--- config.mk ---
export PLATFORM = sky130hd
export DESIGN_NAME = gated_event_buffer_with_link_timeout
export DESIGN_NICKNAME = d
export VERILOG_FILES = /design/src/geb_pkg.sv /design/src/geb_ctrl.sv /design/src/geb_datapath.sv /design/src/gated_event_buffer_with_link_timeout.sv
export SDC_FILE = /design/constraint.sdc
export NUM_CORES = 1
export LEC_CHECK = 0
export BUFFER_PORTS_ARGS = -buffer_cell sky130_fd_sc_hd__buf_4
export CAP_MARGIN = 20
export CORE_ASPECT_RATIO = 2
export CORE_UTILIZATION = 35
export DETAILED_ROUTE_END_ITERATION = 12
export PLACE_DENSITY_LB_ADDON = 0.3
export SYNTH_ARGS = -nofsm -noshare
export SYNTH_HDL_FRONTEND = slang
export SYNTH_SLANG_ARGS = --single-unit
--- constraint.sdc ---
create_clock -name clk -period 3.7 [get_ports clk]
set_clock_uncertainty 0.15 [all_clocks]
set_input_delay 0.37 -clock clk [delete_from_list [all_inputs] [get_ports clk]]
set_output_delay 0.37 -clock clk [all_outputs]
set_load 0.005 [all_outputs]
--- src/geb_pkg.sv ---
// geb_pkg: shared types and constants for the gated event buffer
// used by geb_ctrl, geb_datapath and gated_event_buffer_with_link_timeout
package geb_pkg;

  localparam int RING_DEPTH = 16;
  localparam int EVENT_BITS = 32;
  localparam int TDATA_W    = ((EVENT_BITS + 7) / 8) * 8;
  localparam int IDX_W      = $clog2(RING_DEPTH);
  localparam int CNT_W      = $clog2(RING_DEPTH + 1);
  localparam int IDLE_W     = 16;
  localparam int TMO_W      = 16;

  localparam logic [TMO_W-1:0]  TIMEOUT_RESET = TMO_W'(300);
  localparam logic [IDLE_W-1:0] IDLE_MAX      = '1;

  typedef logic [EVENT_BITS-1:0] word_t;
  typedef logic [IDX_W-1:0]      idx_t;
  typedef logic [CNT_W-1:0]      cnt_t;

  typedef enum logic [1:0] {
    OP_TICK  = 2'd0,
    OP_EVENT = 2'd1,
    OP_IDENT = 2'd2,
    OP_CMD   = 2'd3
  } op_t;

  typedef enum logic [1:0] {
    KIND_MARKER = 2'd0,
    KIND_LIVE   = 2'd1,
    KIND_REPLAY = 2'd2
  } kind_t;

  // controller to datapath
  typedef struct packed {
    logic do_tick;
    logic do_event;
    logic do_ident;
    logic do_cmd;
    logic do_replay;
  } cmd_t;

  // datapath to controller
  typedef struct packed {
    logic link_up;
    logic ring_empty;
    logic last_entry;
  } status_t;

endpackage

--- src/geb_ctrl.sv ---
// geb_ctrl: controller state machine for the gated event buffer
// depends on geb_pkg; drives handshakes and commands for geb_datapath
module geb_ctrl (
  input  logic              clk,
  input  logic              rst,
  input  logic              s_tvalid,
  output logic              s_tready,
  input  logic [1:0]        op,
  output logic              m_tvalid,
  input  logic              m_tready,
  output geb_pkg::cmd_t     cmd,
  input  geb_pkg::status_t  status
);

  typedef enum logic {
    ST_IDLE,
    ST_REPLAY
  } state_t;

  state_t state;
  logic   slot_free;
  logic   accept;
  logic   load_out;

  assign slot_free = !m_tvalid || m_tready;
  assign s_tready  = (state == ST_IDLE) && slot_free;
  assign accept    = s_tvalid && s_tready;

  always_comb begin
    cmd = '0;
    if (accept) begin
      unique case (geb_pkg::op_t'(op))
        geb_pkg::OP_TICK:  cmd.do_tick  = 1'b1;
        geb_pkg::OP_EVENT: cmd.do_event = 1'b1;
        geb_pkg::OP_IDENT: cmd.do_ident = 1'b1;
        geb_pkg::OP_CMD:   cmd.do_cmd   = 1'b1;
        default:           cmd = '0;
      endcase
    end
    cmd.do_replay = (state == ST_REPLAY) && slot_free;
  end

  assign load_out = (cmd.do_event && status.link_up) || cmd.do_ident || cmd.do_replay;

  always_ff @(posedge clk) begin
    if (rst) begin
      state    <= ST_IDLE;
      m_tvalid <= 1'b0;
    end else begin
      if (load_out) begin
        m_tvalid <= 1'b1;
      end else if (m_tready) begin
        m_tvalid <= 1'b0;
      end
      unique case (state)
        ST_IDLE: begin
          if (cmd.do_ident && !status.ring_empty) begin
            state <= ST_REPLAY;
          end
        end
        ST_REPLAY: begin
          if (cmd.do_replay && status.last_entry) begin
            state <= ST_IDLE;
          end
        end
        default: state <= ST_IDLE;
      endcase
    end
  end

endmodule

--- src/geb_datapath.sv ---
// geb_datapath: ring store, indexes, link and idle state, output word register
// depends on geb_pkg; commanded by geb_ctrl
module geb_datapath (
  input  logic                        clk,
  input  logic                        rst,
  input  geb_pkg::cmd_t               cmd,
  output geb_pkg::status_t            status,
  input  geb_pkg::word_t              event_word,
  input  logic                        cfg_write,
  input  logic [geb_pkg::TMO_W-1:0]   cfg_data,
  output logic [1:0]                  kind,
  output geb_pkg::word_t              event_word_out,
  output logic                        last
);

  geb_pkg::word_t                ring [geb_pkg::RING_DEPTH];
  geb_pkg::idx_t                 write_index;
  geb_pkg::idx_t                 read_index;
  geb_pkg::cnt_t                 fill_count;
  logic                          link_up;
  logic [geb_pkg::IDLE_W-1:0]    idle_count;
  logic [geb_pkg::TMO_W-1:0]     timeout_ticks;
  logic [geb_pkg::IDLE_W-1:0]    idle_next;
  geb_pkg::idx_t                 write_index_next;
  geb_pkg::idx_t                 read_index_next;
  logic                          ring_full;

  localparam geb_pkg::idx_t IDX_LAST = geb_pkg::IDX_W'(geb_pkg::RING_DEPTH - 1);
  localparam geb_pkg::cnt_t CNT_FULL = geb_pkg::CNT_W'(geb_pkg::RING_DEPTH);
  localparam geb_pkg::cnt_t CNT_ONE  = geb_pkg::CNT_W'(1);

  assign ring_full         = (fill_count == CNT_FULL);
  assign write_index_next  = (write_index == IDX_LAST) ? '0 : write_index + 1'b1;
  assign read_index_next   = (read_index == IDX_LAST) ? '0 : read_index + 1'b1;
  assign idle_next         = (idle_count == geb_pkg::IDLE_MAX) ? idle_count
                                                               : idle_count + 1'b1;

  assign status.link_up    = link_up;
  assign status.ring_empty = (fill_count == '0);
  assign status.last_entry = (fill_count == CNT_ONE);

  // control registers
  always_ff @(posedge clk) begin
    if (rst) begin
      write_index   <= '0;
      read_index    <= '0;
      fill_count    <= '0;
      link_up       <= 1'b0;
      idle_count    <= '0;
      timeout_ticks <= geb_pkg::TIMEOUT_RESET;
    end else begin
      if (cfg_write) begin
        timeout_ticks <= cfg_data;
      end
      if (cmd.do_tick) begin
        idle_count <= idle_next;
        if (link_up && (idle_next > timeout_ticks)) begin
          link_up <= 1'b0;
        end
      end
      if (cmd.do_cmd) begin
        idle_count <= '0;
      end
      if (cmd.do_ident) begin
        idle_count <= '0;
        link_up    <= 1'b1;
      end
      if (cmd.do_event && !link_up) begin
        write_index <= write_index_next;
        if (ring_full) begin
          read_index <= read_index_next;
        end else begin
          fill_count <= fill_count + 1'b1;
        end
      end
      if (cmd.do_replay) begin
        read_index <= read_index_next;
        fill_count <= fill_count - 1'b1;
      end
    end
  end

  // payload: ring entries and output word
  always_ff @(posedge clk) begin
    if (cmd.do_event && !link_up) begin
      ring[write_index] <= event_word;
    end
    if (cmd.do_event && link_up) begin
      kind           <= geb_pkg::KIND_LIVE;
      event_word_out <= event_word;
      last           <= 1'b1;
    end else if (cmd.do_ident) begin
      kind           <= geb_pkg::KIND_MARKER;
      event_word_out <= '0;
      last           <= status.ring_empty;
    end else if (cmd.do_replay) begin
      kind           <= geb_pkg::KIND_REPLAY;
      event_word_out <= ring[read_index];
      last           <= status.last_entry;
    end
  end

endmodule

--- src/gated_event_buffer_with_link_timeout.sv ---
// gated_event_buffer_with_link_timeout: top level of the gated event buffer
// depends on geb_pkg, geb_ctrl and geb_datapath
//
// usage
//   slave stream: one input word per handshake; tuser carries the opcode
//   (tick, event, identify request, command seen), tdata the event word
//   master stream: result words; tuser carries the kind (identify marker,
//   live event, replayed event), tdata the event word, tlast marks the final
//   result caused by one input word
//   cfg channel: writes the 16-bit timeout in ticks, taken every cycle
//   output: a result is registered and shows on the master side in the cycle after acceptance
//   throughput: one tick, command or event word per cycle unless stalled;
//   an identify request sends its marker, then one buffered event per
//   unstalled cycle from the ring register file; s_tready is low meanwhile
//   one output register parts the two sides: a new word is taken in the cycle
//   the pending result is taken, or while none is pending
//   reset: link down, ring empty, idle count zero, timeout 300 ticks
//   receiver stall: the result holds in the output register and s_tready
//   drops until it is taken; the ring is not touched while stalled
module gated_event_buffer_with_link_timeout (
  input  logic                          clk,
  input  logic                          rst,
  // slave stream
  input  logic                          s_tvalid,
  output logic                          s_tready,
  input  logic [geb_pkg::TDATA_W-1:0]   s_tdata,   // [31:0] event_word
  input  logic [1:0]                    s_tuser,   // [1:0] opcode
  // master stream
  output logic                          m_tvalid,
  input  logic                          m_tready,
  output logic [geb_pkg::TDATA_W-1:0]   m_tdata,   // [31:0] event_word_out
  output logic [1:0]                    m_tuser,   // [1:0] kind
  output logic                          m_tlast,
  // configuration write
  input  logic                          cfg_valid,
  output logic                          cfg_ready,
  input  logic [geb_pkg::TMO_W-1:0]     cfg_data   // timeout_ticks
);

  geb_pkg::cmd_t    cmd;
  geb_pkg::status_t status;
  geb_pkg::word_t   word_out;

  // config is always accepted
  assign cfg_ready = 1'b1;

  geb_ctrl u_ctrl (
    .clk      (clk),
    .rst      (rst),
    .s_tvalid (s_tvalid),
    .s_tready (s_tready),
    .op       (s_tuser),
    .m_tvalid (m_tvalid),
    .m_tready (m_tready),
    .cmd      (cmd),
    .status   (status)
  );

  geb_datapath u_datapath (
    .clk            (clk),
    .rst            (rst),
    .cmd            (cmd),
    .status         (status),
    .event_word     (s_tdata[geb_pkg::EVENT_BITS-1:0]),
    .cfg_write      (cfg_valid && cfg_ready),
    .cfg_data       (cfg_data),
    .kind           (m_tuser),
    .event_word_out (word_out),
    .last           (m_tlast)
  );

  // zero-fill up to whole bytes
  assign m_tdata = geb_pkg::TDATA_W'(word_out);

endmodule

### Yosys cells after proc, flatten, opt, wreduce, memory -nomap -nowiden

Memories as Yosys holds them, arrays and structs flattened. A register that Yosys moved wholly into a read port is not among the register bits.
Index checks and enable logic that the tools add are counted.

| storage, ports and cells | value |
|---|---|
| bits in writable memories | 512 |
| word-level logic and storage cells | 90 |
| memories | 1 |
| flip-flop bits (word level) | 83 |
| output and inout bits | 38 |
| input port bits | 55 |

Memory list:

| memory | words | width | rd ports | clocked after memory_dff | wr ports | RTL line | RTL |
|---|---|---|---|---|---|---|---|
| u_datapath.ring | 16 | 32 | 1 | 1 | 1 | geb_datapath.sv:16 | `geb_pkg::word_t ring [geb_pkg::RING_DEPTH];` |

| operators by class | value |
|---|---|
| magnitude comparators | 1 |
| eq/ne operators | 9 |
| add/subtract/negate cells | 5 |
| reduce and logical (&&, ||, !) cells | 28 |
| mux-type cells | 33 |
| bitwise logic cells | 1 |

Operator list:

| operator | number |
|---|---|
| 32-bit two-way mux | 3 |
| 4-bit two-way mux | 7 |
| 5-bit two-way mux | 4 |
| 1-bit two-way mux | 17 |
| 16-bit by 1-bit adder with 16-bit output, second input constant | 1 |
| 16-bit equality test, second input constant | 1 |
| 16-bit > comparator | 1 |
| 16-bit two-way mux | 1 |
| 2-bit nonzero test | 6 |
| 4-bit by 1-bit adder with 4-bit output, second input constant | 2 |
| 4-bit equality test, second input constant | 2 |
| 1-bit logical AND | 8 |
| 2-bit AND reduction | 3 |
| 5-bit by 1-bit adder with 5-bit output, second input constant | 1 |
| 5-bit by 1-bit equality test with 1-bit output, second input constant | 1 |
| 5-bit equality test, second input constant | 1 |
| 5-bit logical NOT | 1 |
| 5-bit by 1-bit subtractor with 5-bit output, second input constant | 1 |
| 2-bit equality test, second input constant | 2 |
| 1-bit logical NOT | 3 |
| 1-bit logical OR | 3 |
| 3-bit nonzero test | 1 |
| 3-bit OR reduction | 1 |
| 2-bit by 1-bit equality test with 1-bit output, second input constant | 1 |
| other kinds (5) | 5 |

### Depth between registers and ports, before layout

| logic depth | value |
|---|---|
| word-level depth | 10 |
| depth in mapped cells | 13 |
| depth with buffers taken out | 12 |

### Modules after synthesis

A second synthesis with hierarchy kept.

| second synthesis, totals | value |
|---|---|
| cell total of the unflattened synthesis | 1258 |
| area total of the unflattened synthesis | 23772.8 µm² |

Modules (own cells, without submodules):

| module | area an instance (µm²) | seq. area each (µm²) | cells each | times used |
|---|---|---|---|---|
| geb_datapath | 23613.9 | 17396.7 | 1236 | 1 |
| geb_ctrl | 147.6 | 40.0 | 20 | 1 |
| gated_event_buffer_with_link_timeout | 11.3 | 0.0 | 2 | 1 |

### Worst setup path before layout

OpenSTA, ideal clock, no wires.

| path | value |
|---|---|
| path kind | input port to flip-flop |
| start | input port s_tvalid |
| end | memory u_datapath.ring[3][0] (netlist name) (enable) |
| data required time | 3089 ps |
| path buffers | 2 |
| library setup time | 461 ps |
| arrival time | 3261 ps |
| stages on the path | 6 |
| path slack | -172 ps |
| cells stage by stage | nor2b_1 -> buf_4 -> and3_1 -> buf_2 -> nand2_1 -> nor3_1 |

| on the way | value |
|---|---|
| cells in the longest elaborated chain, start to end | 5 |

RTL lines:

| what | RTL line | RTL |
|---|---|---|
| start, declared | gated_event_buffer_with_link_timeout.sv:24 | `input logic s_tvalid,` |
| 1-bit logical AND | geb_ctrl.sv:27 | `assign accept = s_tvalid && s_tready;` |
| 5-bit two-way mux | geb_ctrl.sv:31 | `if (accept) begin` |
| 1-bit logical AND | geb_datapath.sv:85 | `if (cmd.do_event && !link_up) begin` |
| 1-bit two-way mux | geb_datapath.sv:85 |  |
| 1-bit two-way mux (implied by the code) | geb_datapath.sv:86 | `ring[write_index] <= event_word;` |
| end, declared | geb_datapath.sv:16 |  |

Every way passes these cells.

### Worst setup path after layout

| path | value |
|---|---|
| start | register u_datapath.idle_count[0] (netlist name) |
| end | register u_datapath.link_up |

| on the way | value |
|---|---|
| cells in the longest elaborated chain, start to end | 6 |
| elaborated cells between the ends (all ways) | 7 |
| those cells by class | add/sub: 1; order compare: 1; eq/ne: 1; mux: 1; reduce/logical: 3 |

RTL lines:

| what | RTL line | RTL |
|---|---|---|
| start, declared | geb_datapath.sv:21 | `logic [geb_pkg::IDLE_W-1:0] idle_count;` |
| start signal, assigned | geb_datapath.sv:56 | `idle_count <= idle_next;` |
| 16-bit by 1-bit adder with 16-bit output or 16-bit equality test (tied branches) | geb_datapath.sv:36, geb_datapath.sv:35 |  |
| 16-bit two-way mux (*) | geb_datapath.sv:35 | `assign idle_next = (idle_count == geb_pkg::IDLE_MAX) ? idle_count` |
| named net u_datapath.idle_next, one bit | geb_datapath.sv:23 | `logic [geb_pkg::IDLE_W-1:0] idle_next;` |
| 16-bit > comparator (*) | geb_datapath.sv:57 | `if (link_up && (idle_next > timeout_ticks)) begin` |
| 1-bit logical AND (*) | geb_datapath.sv:57 |  |
| 2-bit nonzero test (no source line) (*) | -- |  |
| 2-bit AND reduction (no source line) (*) | -- |  |
| end signal, assigned | geb_datapath.sv:48 | `link_up <= 1'b0;` |
| end signal, assigned | geb_datapath.sv:58 | `link_up <= 1'b0;` |
| end signal, assigned | geb_datapath.sv:66 | `link_up <= 1'b1;` |
| end, declared | geb_datapath.sv:20 | `logic link_up;` |

Mark *: on every way through the listed nets, which the timed path passes. The rest lies on a longest branch.
A chain may end at the register's enable or synchronous reset.

==> flow_metrics.env <==
export IMPL_status="finished, final reports clean"
export IMPL_switching_share_pct=20.7
export IMPL_grt_max_degree=59
export IMPL_p_clk_share_pct=41.3
export IMPL_cp_required_ps=4080
export IMPL_design_area_um2=28300
export IMPL_clk_pin_slew_ps=70
export IMPL_grt_pass1_wl_mm=82.0
export IMPL_crit_fanout=10
export IMPL_synth_cells=1266
export IMPL_combPwrFrac_pct=3.5
export IMPL_pin_count=93
export IMPL_critical_path_depth=12
export IMPL_ys_warn_count=0
export IMPL_place_ws_ps=333
export IMPL_grt_use_met2_pct=31.2
export IMPL_cp_num_buf_inv=0
export IMPL_critical_path_max_stage_delay_ps=460
export IMPL_min_period_over_period_pct=92.9
export IMPL_cp_cell_sequence="ha_1 > and3_1 > nand4_1 > or2_1 > and3_1 > xor2_1 > ha_1 > a41o_1 > a21oi_1 > nor3_1 > or4_1 > a21oi_1"
export IMPL_initial_core_util_pct=35.3
export IMPL_hold_ws_ps=57.5
export IMPL_post_drt_wl_per_cell_um=23.0
export IMPL_nets=1528
export IMPL_overflow=0
export IMPL_clk_path_buf_depth=3
export IMPL_slowest_stage="or4_1"
export IMPL_wl_mm=54.8
export IMPL_area_delta_synth_final_pct=18.9
export IMPL_core_area_um2=67600
export IMPL_clk_latency_ps=590
export IMPL_fin_crit_ps=3440
export IMPL_grt_use_met1_pct=17.6
export IMPL_switchingPower_mw=2.81
export IMPL_cp_start_kind="register"
export IMPL_setup_slack_ps=262
export IMPL_cp_arrival_ps=3810
export IMPL_p_int_mw=10.7
export IMPL_route_detailed_drc=0
export IMPL_holdPathStages=3
export IMPL_max_freq_ghz=0.291
export IMPL_ys_types=53
export IMPL_min_from="cfg_valid"
export IMPL_clkSinkCount=599
export IMPL_die_h_um=371
export IMPL_fp_dieW_um=186
export IMPL_reg2reg_depth=12
export IMPL_critical_path_class="register to register"
export IMPL_grt_busiest_layer="met2"
export IMPL_antenna_found_initial=1
export IMPL_cts_made_buffers=51
export IMPL_grtUsageMet3_pct=1.92
export IMPL_synth_ff_latch_count=599
export IMPL_ir_drop_uv=345
export IMPL_grt_util_all_layers_pct=16.0
export IMPL_relSlewSlack_pct=53.0
export IMPL_post_cts_resized=0
export IMPL_post_cts_buffers=0
export IMPL_syn_num_nets=1347
export IMPL_cp_top_family="simple AND/OR/NAND/NOR gates"
export IMPL_fp_dieArea_um2=69200
export IMPL_rsz0062_at_grt="no"
export IMPL_final_setup_viol_count=0
export IMPL_endpoint_kind="register"
export IMPL_drt_initial_drc_count=778
export IMPL_fp_row_count=135
export IMPL_async_flop_share_pct=0
export IMPL_ant_nets=0
export IMPL_synth_edf_count=544
export IMPL_place_gp_congestion=0.846
export IMPL_yosysMostFrequentCell="edfxtp_1"
export IMPL_rr_startpoint="u_datapath.idle_count[0]$_SDFFE_PP0P_"
export IMPL_first_global_vias=13200
export IMPL_synth_area_um2=23800
export IMPL_cts_tree="done"
export IMPL_cts_root_buffer_cell="clkbuf_16"
export IMPL_syn_avg_cell_area_um2=18.8
export IMPL_portBuffers=91
export IMPL_final_max_slew_viol_count=0
export IMPL_yosys_area_top_type="edfxtp_1"
export IMPL_drtPass1Iterations=5
export IMPL_setup_tns_ps=0
export IMPL_p_leak_nw=9.11
export IMPL_yosys_top_cells_area="edfxtp_1 (69%), mux4_2 (12%), dfxtp_1 (4.6%)"
export IMPL_finalHoldViolCount=0
export IMPL_min_path_type="input port to register"
export IMPL_hpwl_mm=30.7
export IMPL_ys_seq_area_share_pct=73.2
export IMPL_drive_gt1_share_pct=25.2
export IMPL_cts_max_level=2
export IMPL_netlist_area_leader_share_pct=68.6
export IMPL_seqPwrFrac_pct=55.1
export IMPL_drv_cap=0
export IMPL_drt_vias_per_instance=5.15
export IMPL_crit_start="u_datapath.idle_count[0]$_SDFFE_PP0P_"
export IMPL_powerDensity_nw_per_um2=478
export IMPL_synth_commonest_cells="edfxtp_1 (544), mux4_2 (128), nor2_1 (119)"
export IMPL_dpl_cell_area_um2=26000
export IMPL_routed_via_count=12300
export IMPL_ys_flop_type="edfxtp_1"
export IMPL_worst_pin_slew_ps=705
[cells by family (layout without fill, tap and decap cells)]
family | count (synthesis) | after routing | synth area share, %
AOI/OAI and AO/OA | 101 | 101 | 3.11
xor gates and xnor gates | 20 | 20 | 0.735
adders and majority gates | 26 | 26 | 1.37
buffers and inverters | 84 | 308 | 1.81
DFF | 599 | 599 | 73.2
muxes | 209 | 209 | 15.5
other | 1 | 2 | 0.0157
and+or+nand+nor | 226 | 226 | 4.26
[registers in the layout, indices dropped and copies added (netlist names), named ones only]
register,cells
u_ctrl.state,1
u_datapath.event_word_out,32
u_datapath.write_index,4
u_ctrl.m_tvalid,1
u_datapath.kind,2
u_datapath.idle_count,16
u_datapath.ring,512
u_datapath.timeout_ticks,16
u_datapath.link_up,1
u_datapath.read_index,4
u_datapath.fill_count,5
u_datapath.last,1
[layout make-up]
class	count	area, µm²
fill	6032	39200
sequential	599	17400
multi-input combinational	583	6110
timing repair buffer	190	1820
clock buffer	59	1360
tap	890	1110
clock inverter	37	389
inverter	22	82.6
antenna	1	2.50
[routing by layer]
metal | vias to the layer above | wire length [µm]
met5 | - | 0
met1 | 6417 | 20600
met4 | 0 | 1550
met2 | 302 | 30600
li1 | 5435 | -
met3 | 97 | 2060
[timing repair]
item,CTS,global route
hold endpoints to repair,534,0
hold buffers,61,0
endpoints found under the setup margin,0,0
[power groups by stage]
stage	clock [mW]	sequential, mW	combinational (mW)
4_1_cts	5.72	7.47	0.489
3_5_place_dp	0	7.62	0.432
3_3_place_gp	0	7.62	0.419
5_1_grt	5.91	7.47	0.527
6_report	5.59	7.47	0.481
2_1_floorplan	0	7.61	0.187
[worst reg2reg max path: stages, from the launching register on]
cell and delay (ps):
dfxtp_1 400, ha_1 280, and3_1 260, nand4_1 140, or2_1 410, and3_1 260
xor2_1 190, ha_1 280, a41o_1 220, a21oi_1 130, nor3_1 60, or4_1 460
a21oi_1 150
[layout by cell type (no fill, tap or decap), drive strengths merged, types with 25 or more instances in the layout]
master / count
nor2: 119
dlygate4sd3: 61
dfxtp: 55
edfxtp: 544
nand2: 34
buf: 129
a21oi: 25
ha: 26
inv: 26
mux4: 128
clkbuf: 59
a211o: 32
mux2i: 80
[worst paths after layout]
check	end	slack, ps
worst min-delay path	u_datapath.timeout_ticks[3]$_SDFFE_PP1P_	60
worst max-delay path	u_datapath.link_up$_SDFFE_PP0P_	260
worst min register to register	u_datapath.kind[1]$_SDFFE_PP0P_	330
worst max register to register	u_datapath.link_up$_SDFFE_PP0P_	260
[stage by stage]
stage	power, mW	utilization [%]	instances
floorplan	7.80	-	1266
global placement	8.04	38.4	2223
detailed placement	8.05	38.4	2223
CTS	13.7	41.9	2380
global route	13.9	41.9	2380
finish	13.5	41.9	2381
Power figures use the tool's default switching activity.
